`src/rtl/lxr_pkg.sv`:
```
// Shared types and constants for the LFSR/xorshift random generator.
package lxr_pkg;

   localparam int unsigned WORD_W   = 32;
   localparam int unsigned NUM_WORDS = 4;
   localparam int unsigned RAND_W   = 15;
   localparam int unsigned STEP_W   = 3;
   localparam int unsigned NUM_TEMPER_STEPS = 5;

   localparam logic [WORD_W-1:0] SEED_MASK = 32'hcafe_babe;
   localparam logic [WORD_W-1:0] SEED_MULT = 32'h0000_0875;
   localparam logic [WORD_W-1:0] FEEDBACK  = 32'h8000_000b;
   localparam int unsigned       TAP_BIT   = 30;

   localparam logic MODE_SEED = 1'b0;
   localparam logic MODE_DRAW = 1'b1;

   typedef enum logic [2:0] {
      ST_IDLE,
      ST_SEED,
      ST_SHIFT,
      ST_TEMPER,
      ST_OUT
   } state_type;

   typedef struct packed {
      logic       left;
      logic [4:0] amount;
   } shift_op_type;

   function automatic shift_op_type temper_op(input logic [STEP_W-1:0] step);
      shift_op_type op;
      unique case (step)
         3'd0:    op = '{left: 1'b0, amount: 5'd3};
         3'd1:    op = '{left: 1'b1, amount: 5'd5};
         3'd2:    op = '{left: 1'b0, amount: 5'd11};
         3'd3:    op = '{left: 1'b1, amount: 5'd17};
         default: op = '{left: 1'b0, amount: 5'd16};
      endcase
      return op;
   endfunction

endpackage

```
`src/rtl/lxr_if.sv`:
```
// Valid/ready channel interfaces for request and response transactions.
interface lxr_req_if;
   logic                         valid;
   logic                         ready;
   logic                         mode;
   logic [lxr_pkg::WORD_W-1:0]   seed_value;

   modport source (output valid, output mode, output seed_value, input ready);
   modport sink   (input valid, input mode, input seed_value, output ready);
endinterface

interface lxr_rsp_if;
   logic                         valid;
   logic                         ready;
   logic [lxr_pkg::RAND_W-1:0]   random_value;

   modport source (output valid, output random_value, input ready);
   modport sink   (input valid, input random_value, output ready);
endinterface

```
`src/rtl/lfsr_xorshift_random_core.sv`:
```
// Top level of the LFSR/xorshift random generator.
// A seed transaction (mode 0) loads the four 32-bit state words one per cycle through a
// single constant multiplier; it returns nothing.
// A draw transaction (mode 1) does the 128-bit shift and feedback in the shift state, then
// runs five tempering steps through one shared shift/XOR unit, then lands in the response
// register once the response side is free to take it.
// Requests are taken only while the sequencer is idle; a finished response may still be
// waiting downstream while the next request is accepted. After reset the state is zero and
// draws return 0 until a seed transaction arrives.
module lfsr_xorshift_random_core (
   input  logic         clock,
   input  logic         reset,
   lxr_req_if.sink      req_chan,
   lxr_rsp_if.source    rsp_chan
);

   lxr_pkg::state_type state_ff, state_in;

   logic [lxr_pkg::WORD_W-1:0] words_ff [lxr_pkg::NUM_WORDS];
   logic [lxr_pkg::WORD_W-1:0] words_in [lxr_pkg::NUM_WORDS];
   logic [lxr_pkg::WORD_W-1:0] seed_ff, seed_in;
   logic [lxr_pkg::WORD_W-1:0] temper_ff, temper_in;
   logic [lxr_pkg::STEP_W-1:0] cnt_ff, cnt_in;
   logic                       rsp_valid_ff, rsp_valid_in;
   logic [lxr_pkg::RAND_W-1:0] rsp_data_ff, rsp_data_in;

   logic                       req_fire;
   logic                       out_free;
   logic [lxr_pkg::WORD_W-1:0] seed_word;
   logic [lxr_pkg::WORD_W-1:0] seed_next;
   logic [lxr_pkg::WORD_W-1:0] shifted;
   lxr_pkg::shift_op_type      op;
   logic                       tap;

   assign req_chan.ready        = (state_ff == lxr_pkg::ST_IDLE);
   assign req_fire              = req_chan.valid && req_chan.ready;
   assign out_free              = !rsp_valid_ff || rsp_chan.ready;
   assign rsp_chan.valid        = rsp_valid_ff;
   assign rsp_chan.random_value = rsp_data_ff;

   // seed sequencing unit
   assign seed_word = seed_ff & lxr_pkg::SEED_MASK;
   assign seed_next = 32'(seed_ff * lxr_pkg::SEED_MULT) + 32'd1;

   // shared tempering shift/XOR unit
   assign op      = lxr_pkg::temper_op(cnt_ff);
   assign shifted = op.left ? (temper_ff << op.amount) : (temper_ff >> op.amount);
   assign tap     = words_ff[lxr_pkg::NUM_WORDS-1][lxr_pkg::TAP_BIT];

   // next state
   always_comb begin
      state_in = state_ff;
      unique case (state_ff)
         lxr_pkg::ST_IDLE: begin
            if (req_fire) begin
               state_in = (req_chan.mode == lxr_pkg::MODE_SEED) ? lxr_pkg::ST_SEED
                                                                 : lxr_pkg::ST_SHIFT;
            end
         end
         lxr_pkg::ST_SEED: begin
            if (cnt_ff == 3'(lxr_pkg::NUM_WORDS - 1)) state_in = lxr_pkg::ST_IDLE;
         end
         lxr_pkg::ST_SHIFT: state_in = lxr_pkg::ST_TEMPER;
         lxr_pkg::ST_TEMPER: begin
            if (cnt_ff == 3'(lxr_pkg::NUM_TEMPER_STEPS - 1)) state_in = lxr_pkg::ST_OUT;
         end
         lxr_pkg::ST_OUT: begin
            if (out_free) state_in = lxr_pkg::ST_IDLE;
         end
         default: state_in = lxr_pkg::ST_IDLE;
      endcase
   end

   // datapath
   always_comb begin
      for (int i = 0; i < lxr_pkg::NUM_WORDS; i++) words_in[i] = words_ff[i];
      seed_in      = seed_ff;
      temper_in    = temper_ff;
      cnt_in       = cnt_ff;
      rsp_data_in  = rsp_data_ff;
      rsp_valid_in = rsp_valid_ff && !rsp_chan.ready;
      unique case (state_ff)
         lxr_pkg::ST_IDLE: begin
            seed_in = req_chan.seed_value;
            cnt_in  = '0;
         end
         lxr_pkg::ST_SEED: begin
            words_in[cnt_ff[1:0]] = seed_word;
            if (cnt_ff == 3'(lxr_pkg::NUM_WORDS - 1) && seed_word == '0) begin
               words_in[cnt_ff[1:0]] = lxr_pkg::SEED_MASK;
            end
            seed_in = seed_next;
            cnt_in  = cnt_ff + 3'd1;
         end
         lxr_pkg::ST_SHIFT: begin
            words_in[0] = {words_ff[0][lxr_pkg::WORD_W-2:0], 1'b0};
            for (int i = 1; i < lxr_pkg::NUM_WORDS; i++) begin
               words_in[i] = {words_ff[i][lxr_pkg::WORD_W-2:0],
                              words_ff[i-1][lxr_pkg::WORD_W-1]};
            end
            if (tap) words_in[0] = words_in[0] ^ lxr_pkg::FEEDBACK;
            temper_in = words_in[0];
            cnt_in    = '0;
         end
         lxr_pkg::ST_TEMPER: begin
            temper_in = temper_ff ^ shifted;
            cnt_in    = cnt_ff + 3'd1;
         end
         lxr_pkg::ST_OUT: begin
            if (out_free) begin
               rsp_data_in  = temper_ff[lxr_pkg::RAND_W-1:0];
               rsp_valid_in = 1'b1;
            end
         end
         default: ;
      endcase
   end

   always_ff @(posedge clock) begin
      if (reset) begin
         state_ff     <= lxr_pkg::ST_IDLE;
         rsp_valid_ff <= 1'b0;
         cnt_ff       <= '0;
         for (int i = 0; i < lxr_pkg::NUM_WORDS; i++) words_ff[i] <= '0;
      end else begin
         state_ff     <= state_in;
         rsp_valid_ff <= rsp_valid_in;
         cnt_ff       <= cnt_in;
         for (int i = 0; i < lxr_pkg::NUM_WORDS; i++) words_ff[i] <= words_in[i];
      end
   end

   always_ff @(posedge clock) begin
      seed_ff     <= seed_in;
      temper_ff   <= temper_in;
      rsp_data_ff <= rsp_data_in;
   end

   // top word is never left zero by a seed transaction
   assert property (@(posedge clock) disable iff (reset)
      (state_ff == lxr_pkg::ST_SEED && cnt_ff == 3'(lxr_pkg::NUM_WORDS - 1))
      |=> (words_ff[lxr_pkg::NUM_WORDS-1] != '0))
      else $error("top state word zero after seed");

   // a new response is only raised from the output state
   assert property (@(posedge clock) disable iff (reset)
      $rose(rsp_valid_ff) |-> $past(state_ff == lxr_pkg::ST_OUT))
      else $error("response raised outside output state");

   // seed sequence returns to idle after all words are loaded
   assert property (@(posedge clock) disable iff (reset)
      (req_fire && req_chan.mode == lxr_pkg::MODE_SEED) |-> ##5 (state_ff == lxr_pkg::ST_IDLE))
      else $error("seed sequence length wrong");

   // draw reaches the output state after shift and all tempering steps
   assert property (@(posedge clock) disable iff (reset)
      (req_fire && req_chan.mode == lxr_pkg::MODE_DRAW) |-> ##7 (state_ff == lxr_pkg::ST_OUT))
      else $error("draw sequence length wrong");

endmodule

```
`src/flat_wrapper.sv`:
```
// flat-port wrapper written by rule: the top's interface ports become plain ports
module lfsr_xorshift_random_core_flat 
  (clock, reset, req_chan_valid, req_chan_mode, req_chan_seed_value, req_chan_ready, rsp_chan_valid, rsp_chan_random_value, rsp_chan_ready);
  lxr_req_if req_chan_i ();
  lxr_rsp_if rsp_chan_i ();
  input  logic clock;
  input  logic reset;
  input wire logic [$bits(req_chan_i.valid)-1:0] req_chan_valid;
  input wire logic [$bits(req_chan_i.mode)-1:0] req_chan_mode;
  input wire logic [$bits(req_chan_i.seed_value)-1:0] req_chan_seed_value;
  output wire logic [$bits(req_chan_i.ready)-1:0] req_chan_ready;
  output wire logic [$bits(rsp_chan_i.valid)-1:0] rsp_chan_valid;
  output wire logic [$bits(rsp_chan_i.random_value)-1:0] rsp_chan_random_value;
  input wire logic [$bits(rsp_chan_i.ready)-1:0] rsp_chan_ready;
  assign req_chan_i.valid = req_chan_valid;
  assign req_chan_i.mode = req_chan_mode;
  assign req_chan_i.seed_value = req_chan_seed_value;
  assign req_chan_ready = req_chan_i.ready;
  assign rsp_chan_valid = rsp_chan_i.valid;
  assign rsp_chan_random_value = rsp_chan_i.random_value;
  assign rsp_chan_i.ready = rsp_chan_ready;
  lfsr_xorshift_random_core u_core (.clock(clock), .reset(reset), .req_chan(req_chan_i), .rsp_chan(rsp_chan_i));
endmodule
```
`config.mk`:
```
export PLATFORM = sky130hd
export DESIGN_NAME = lfsr_xorshift_random_core_flat
export DESIGN_NICKNAME = d
export VERILOG_FILES = /design/src/rtl/lxr_pkg.sv /design/src/rtl/lxr_if.sv /design/src/rtl/lfsr_xorshift_random_core.sv /design/src/flat_wrapper.sv
export SDC_FILE = /design/constraint.sdc
export NUM_CORES = 1
export LEC_CHECK = 0
export BUFFER_PORTS_ARGS = -buffer_cell sky130_fd_sc_hd__buf_4
export CORE_ASPECT_RATIO = 0.7
export CORE_MARGIN = 5
export CORE_UTILIZATION = 55
export DETAILED_ROUTE_END_ITERATION = 7
export PLACE_DENSITY = 0.68
export REMOVE_ABC_BUFFERS = 1
export SETUP_SLACK_MARGIN = 0.15
export SYNTH_ARGS = -nofsm -noshare
export SYNTH_HDL_FRONTEND = slang
export SYNTH_SLANG_ARGS = --single-unit
```
`constraint.sdc`:
```
create_clock -name clock -period 6.45 [get_ports clock]
set_input_delay 0.3225 -clock clock [delete_from_list [all_inputs] [get_ports clock]]
set_output_delay 0.3225 -clock clock [all_outputs]
set_load 0.02 [all_outputs]
```
==> metrics.txt <==
# TYPE chip_impl_metric gauge
chip_impl_info{name="status",value="finished clean"} 1
chip_impl_metric{name="ff2ff_path_depth",unit=""} 16
chip_impl_metric{name="drt_first_pass_iters",unit=""} 6
chip_impl_metric{name="finalHoldViolCount",unit=""} 0
chip_impl_info{name="critPathCaptureType",value="register"} 1
chip_impl_metric{name="drc_errors",unit=""} 0
chip_impl_metric{name="critPathRequiredTime",unit="ns"} 6.70
chip_impl_metric{name="number_of_nets_in_the_final_layout",unit=""} 2294
chip_impl_info{name="synth.largest_area_cell",value="sky130_fd_sc_hd__dfxtp_1"} 1
chip_impl_metric{name="grt_first_pass_wirelength",unit="microns"} 90100
chip_impl_metric{name="ys_ff_latch",unit=""} 213
chip_impl_metric{name="ctsHtreeMaxLevel",unit=""} 1
chip_impl_metric{name="setup-violations-final",unit=""} 0
chip_impl_info{name="synth_flop_cell",value="sky130_fd_sc_hd__dfxtp_1"} 1
chip_impl_metric{name="synthesis.area",unit="sq um"} 17500
chip_impl_metric{name="ant_nets",unit=""} 0
chip_impl_metric{name="clkSinkCount",unit=""} 213
chip_impl_metric{name="initial_antenna_violation_count",unit=""} 3
chip_impl_metric{name="grt_max_degree",unit=""} 96
chip_impl_metric{name="max_slew.worst_pin.slew",unit="ns"} 1.24
chip_impl_metric{name="skew",unit="ns"} 0.0194
chip_impl_info{name="rsz0062_at_grt",value="false"} 1
chip_impl_metric{name="arrival",unit="ns"} 5.83
chip_impl_metric{name="totalWireLength",unit="microns"} 58800
chip_impl_metric{name="wl_per_cell",unit="microns"} 24.0
chip_impl_metric{name="yosys_warnings",unit=""} 0
chip_impl_metric{name="floorplan.rows",unit=""} 54
chip_impl_metric{name="place.port_buffers",unit=""} 53
chip_impl_metric{name="vias_per_cell",unit=""} 6.43
chip_impl_metric{name="synth.lib_cells_used.distinct",unit=""} 90
chip_impl_metric{name="fin_tns_setup",unit="ns"} 0
chip_impl_metric{name="die_area",unit="sq um"} 35500
chip_impl_metric{name="finalCriticalPeriod",unit="ns"} 5.57
chip_impl_metric{name="post_cts.resized_instances",unit=""} 0
chip_impl_info{name="setup.worst_path.class",value="reg -> reg"} 1
chip_impl_metric{name="maxSlewViolCount",unit=""} 0
chip_impl_metric{name="worst_setup_slack_for_register_to_register_paths",unit="ns"} 0.88
chip_impl_metric{name="synth_sequential_area_ratio",unit="%"} 28.9
chip_impl_info{name="tritoncts",value="built"} 1
chip_impl_metric{name="synth_enable_flop_cells",unit=""} 79
chip_impl_metric{name="worstPathMaxFanout",unit=""} 8
chip_impl_metric{name="floorplan.initialDensity",unit="%"} 55.9
chip_impl_metric{name="vias",unit=""} 15700
chip_impl_metric{name="die_width",unit="microns"} 223
chip_impl_metric{name="drtIter0Drc",unit=""} 2125
chip_impl_info{name="whs_endpoint",value="u_core.seed_ff[1]"} 1
chip_impl_metric{name="fp.coreArea",unit="sq um"} 31300
chip_impl_metric{name="syn_inst",unit=""} 2054
chip_impl_info{name="crit-reg2reg-launch",value="u_core.seed_ff[1]"} 1
chip_impl_info{name="ys_top_cells_by_area",value="sky130_fd_sc_hd__dfxtp_1, sky130_fd_sc_hd__edfxtp_1, sky130_fd_sc_hd__ha_1, sky130_fd_sc_hd__fa_1, sky130_fd_sc_hd__nor2_1"} 1
chip_impl_metric{name="ys_async_sr_fraction",unit="%"} 0
chip_impl_metric{name="worstHoldPathCells",unit=""} 3
chip_impl_info{name="min-delay-start",value="req_chan_seed_value[1]"} 1
chip_impl_metric{name="top_area_cell_type_share_of_the_netlist_area",unit="%"} 15.3
chip_impl_metric{name="top_level_i_o_count",unit=""} 54
chip_impl_metric{name="fp.dieH",unit="microns"} 159
chip_impl_metric{name="area_growth",unit="%"} 6.66
chip_impl_metric{name="layout_setup_ws",unit="ns"} 0.877
chip_impl_metric{name="timing.final.crit_share",unit="%"} 86.4
chip_impl_metric{name="first_global_vias",unit=""} 14300
chip_impl_info{name="cts_root_buffer",value="sky130_fd_sc_hd__clkbuf_16"} 1
chip_impl_metric{name="cts_hold_repair.buffers",unit=""} 0
chip_impl_metric{name="post_cts.repair.setup_buffers",unit=""} 0
chip_impl_metric{name="timing.max_slew.rel_slack",unit="%"} 17.0
chip_impl_metric{name="grt_use_total",unit="%"} 32.0
chip_impl_info{name="hp-class",value="in -> reg"} 1
chip_impl_metric{name="clk_path_buf_depth",unit=""} 3
chip_impl_metric{name="path_clk_slew",unit="ns"} 0.08
chip_impl_metric{name="worst_hold_slack",unit="ns"} 0.0492
chip_impl_info{name="reg2reg_to",value="u_core.seed_ff[29]"} 1
chip_impl_metric{name="diodes",unit=""} 0
chip_impl_metric{name="dp_hpwl",unit="microns"} 43200
chip_impl_metric{name="maxCapViolCount",unit=""} 0
chip_impl_metric{name="syn_area_per_cell",unit="sq um"} 8.52
chip_impl_metric{name="worst_skew_pair.late_latency",unit="ns"} 0.54
chip_impl_info{name="crit_path_start",value="u_core.seed_ff[1]"} 1
chip_impl_metric{name="cts-buffers-inserted",unit=""} 23
chip_impl_metric{name="max_clk_rate",unit="MHz"} 179
chip_impl_metric{name="finalWeightedCongestion",unit=""} 1.03
chip_impl_info{name="cp-start-kind",value="register"} 1
chip_impl_metric{name="grt_overflow",unit=""} 0
chip_impl_metric{name="post_route_cells_drive_above_1_share",unit="%"} 7.70
chip_impl_metric{name="place_ws",unit="ns"} 1.11
==> critical path: stages (launching register included) <==
cell and delay (ns):
sky130_fd_sc_hd__edfxtp_1 0.53, sky130_fd_sc_hd__inv_1 0.08, sky130_fd_sc_hd__ha_1 0.33, sky130_fd_sc_hd__and2_1 0.19, sky130_fd_sc_hd__fa_1 0.51, sky130_fd_sc_hd__inv_1 0.05
sky130_fd_sc_hd__fa_1 0.44, sky130_fd_sc_hd__fa_1 0.52, sky130_fd_sc_hd__inv_1 0.05, sky130_fd_sc_hd__ha_1 0.33, sky130_fd_sc_hd__a21oi_1 0.18, sky130_fd_sc_hd__o211ai_1 0.21
sky130_fd_sc_hd__a2111oi_2 0.89, sky130_fd_sc_hd__nor4b_1 0.25, sky130_fd_sc_hd__o21a_1 0.28, sky130_fd_sc_hd__a311oi_1 0.32, sky130_fd_sc_hd__o31ai_1 0.12
==> placed cells by master, fill, tap and decap left out, types with 5 or more instances in the layout <==
master / n
sky130_fd_sc_hd__nor2_1: 272
sky130_fd_sc_hd__inv_1: 184
sky130_fd_sc_hd__nand2_1: 179
sky130_fd_sc_hd__ha_1: 153
sky130_fd_sc_hd__dfxtp_1: 134
sky130_fd_sc_hd__a21oi_1: 132
sky130_fd_sc_hd__o21ai_0: 103
sky130_fd_sc_hd__fa_1: 93
sky130_fd_sc_hd__a221oi_1: 90
sky130_fd_sc_hd__buf_4: 79
sky130_fd_sc_hd__edfxtp_1: 79
sky130_fd_sc_hd__nand3_1: 72
sky130_fd_sc_hd__nor3_1: 32
sky130_fd_sc_hd__xnor2_1: 32
sky130_fd_sc_hd__a31oi_1: 30
sky130_fd_sc_hd__a211oi_1: 28
sky130_fd_sc_hd__clkbuf_16: 23
sky130_fd_sc_hd__mux2i_1: 22
sky130_fd_sc_hd__xor2_1: 18
sky130_fd_sc_hd__and3_1: 17
sky130_fd_sc_hd__o31ai_1: 15
sky130_fd_sc_hd__and2_1: 12
sky130_fd_sc_hd__o21a_1: 12
sky130_fd_sc_hd__o211ai_1: 11
sky130_fd_sc_hd__o21bai_1: 10
sky130_fd_sc_hd__a311oi_1: 8
sky130_fd_sc_hd__or3_1: 8
sky130_fd_sc_hd__o311ai_0: 7
sky130_fd_sc_hd__a21o_1: 7
sky130_fd_sc_hd__clkbuf_1: 7
sky130_fd_sc_hd__o221ai_1: 6
sky130_fd_sc_hd__a22oi_1: 6
sky130_fd_sc_hd__a21boi_0: 6
sky130_fd_sc_hd__nand2b_1: 6
sky130_fd_sc_hd__a211o_1: 5
sky130_fd_sc_hd__mux2_2: 5
sky130_fd_sc_hd__nand4_1: 5
sky130_fd_sc_hd__o22ai_1: 5
sky130_fd_sc_hd__o21ai_1: 5
==> worst max-delay path by stage <==
stage                                   endpoint  slack (ns)
after global placement        u_core.seed_ff[29]        1.21
after floorplan           u_core.words_ff[0][11]       -3.21
after global routing          u_core.seed_ff[29]        0.78
after detailed placement      u_core.seed_ff[29]        1.11
after CTS                     u_core.seed_ff[29]        1.02
final                         u_core.seed_ff[29]        0.88
==> through the flow <==
stage | std cells | cell area, sq um | utilization (%)
floorplan | 1906 | 16800 | -
global placement | 2405 | 18000 | 57.4
detailed placement | 2405 | 18000 | 57.4
CTS | 2446 | 18700 | 59.7
global route | 2446 | 18700 | 59.7
finish | 2446 | 18700 | 59.7
==> metal layers <==
| layer | wire length (microns) | global-route usage [%] | share of wire (%) | up-vias |
|---|---|---|---|---|
| met5 | 47 | 0 | 0.080 | - |
| met1 | 27800 | 52.5 | 47 | 7601 |
| met3 | 8340 | 13.2 | 14 | 92 |
| met2 | 21600 | 38.4 | 37 | 862 |
| met4 | 1000 | 5.65 | 1.7 | 6 |
| li1 | - | - | - | 7164 |
==> sequential cells by signal, indices dropped and copies added, names as in the netlist <==
| signal | flops |
|---|---|
| u_core.temper_ff | 32 |
| u_core.seed_ff | 32 |
| u_core.words_ff | 127 |
| u_core.rsp_chan.valid | 1 |
| u_core.rsp_chan.random_value | 15 |
| u_core.state_ff | 3 |
| u_core.cnt_ff | 3 |
==> cells in the mapped netlist, types with 28 or more instances <==
master / count
sky130_fd_sc_hd__a211oi_1: 28
sky130_fd_sc_hd__a21oi_1: 133
sky130_fd_sc_hd__a221oi_1: 90
sky130_fd_sc_hd__a31oi_1: 30
sky130_fd_sc_hd__buf_2: 31
sky130_fd_sc_hd__clkbuf_1: 84
sky130_fd_sc_hd__dfxtp_1: 134
sky130_fd_sc_hd__edfxtp_1: 79
sky130_fd_sc_hd__fa_1: 93
sky130_fd_sc_hd__ha_1: 154
sky130_fd_sc_hd__inv_1: 184
sky130_fd_sc_hd__nand2_1: 180
sky130_fd_sc_hd__nand3_1: 72
sky130_fd_sc_hd__nor2_1: 274
sky130_fd_sc_hd__nor3_1: 33
sky130_fd_sc_hd__o21ai_0: 103
sky130_fd_sc_hd__xnor2_1: 32
==> layout make-up <==
class / instances / area, sq um
Fill cell: 2814 / 12600
Sequential cell: 213 / 5050
Inverter: 186 / 698
Clock buffer: 33 / 643
Timing Repair Buffer: 79 / 593
Clock inverter: 8 / 72.6
Multi-Input combinational cell: 1507 / 11100
Tap cell: 420 / 526
==> kinds of logic after synthesis <==
kind of cell	share of synthesized area (%)
compound gates	20.9
xor+xnor	2.76
fa+ha+maj	21.6
buf+inv	7.99
flops	28.9
mux	1.84
simple gates	16.0
Power is not shown: default switching activity piles up to over one toggle a cycle in this logic, so the estimate is an artifact.
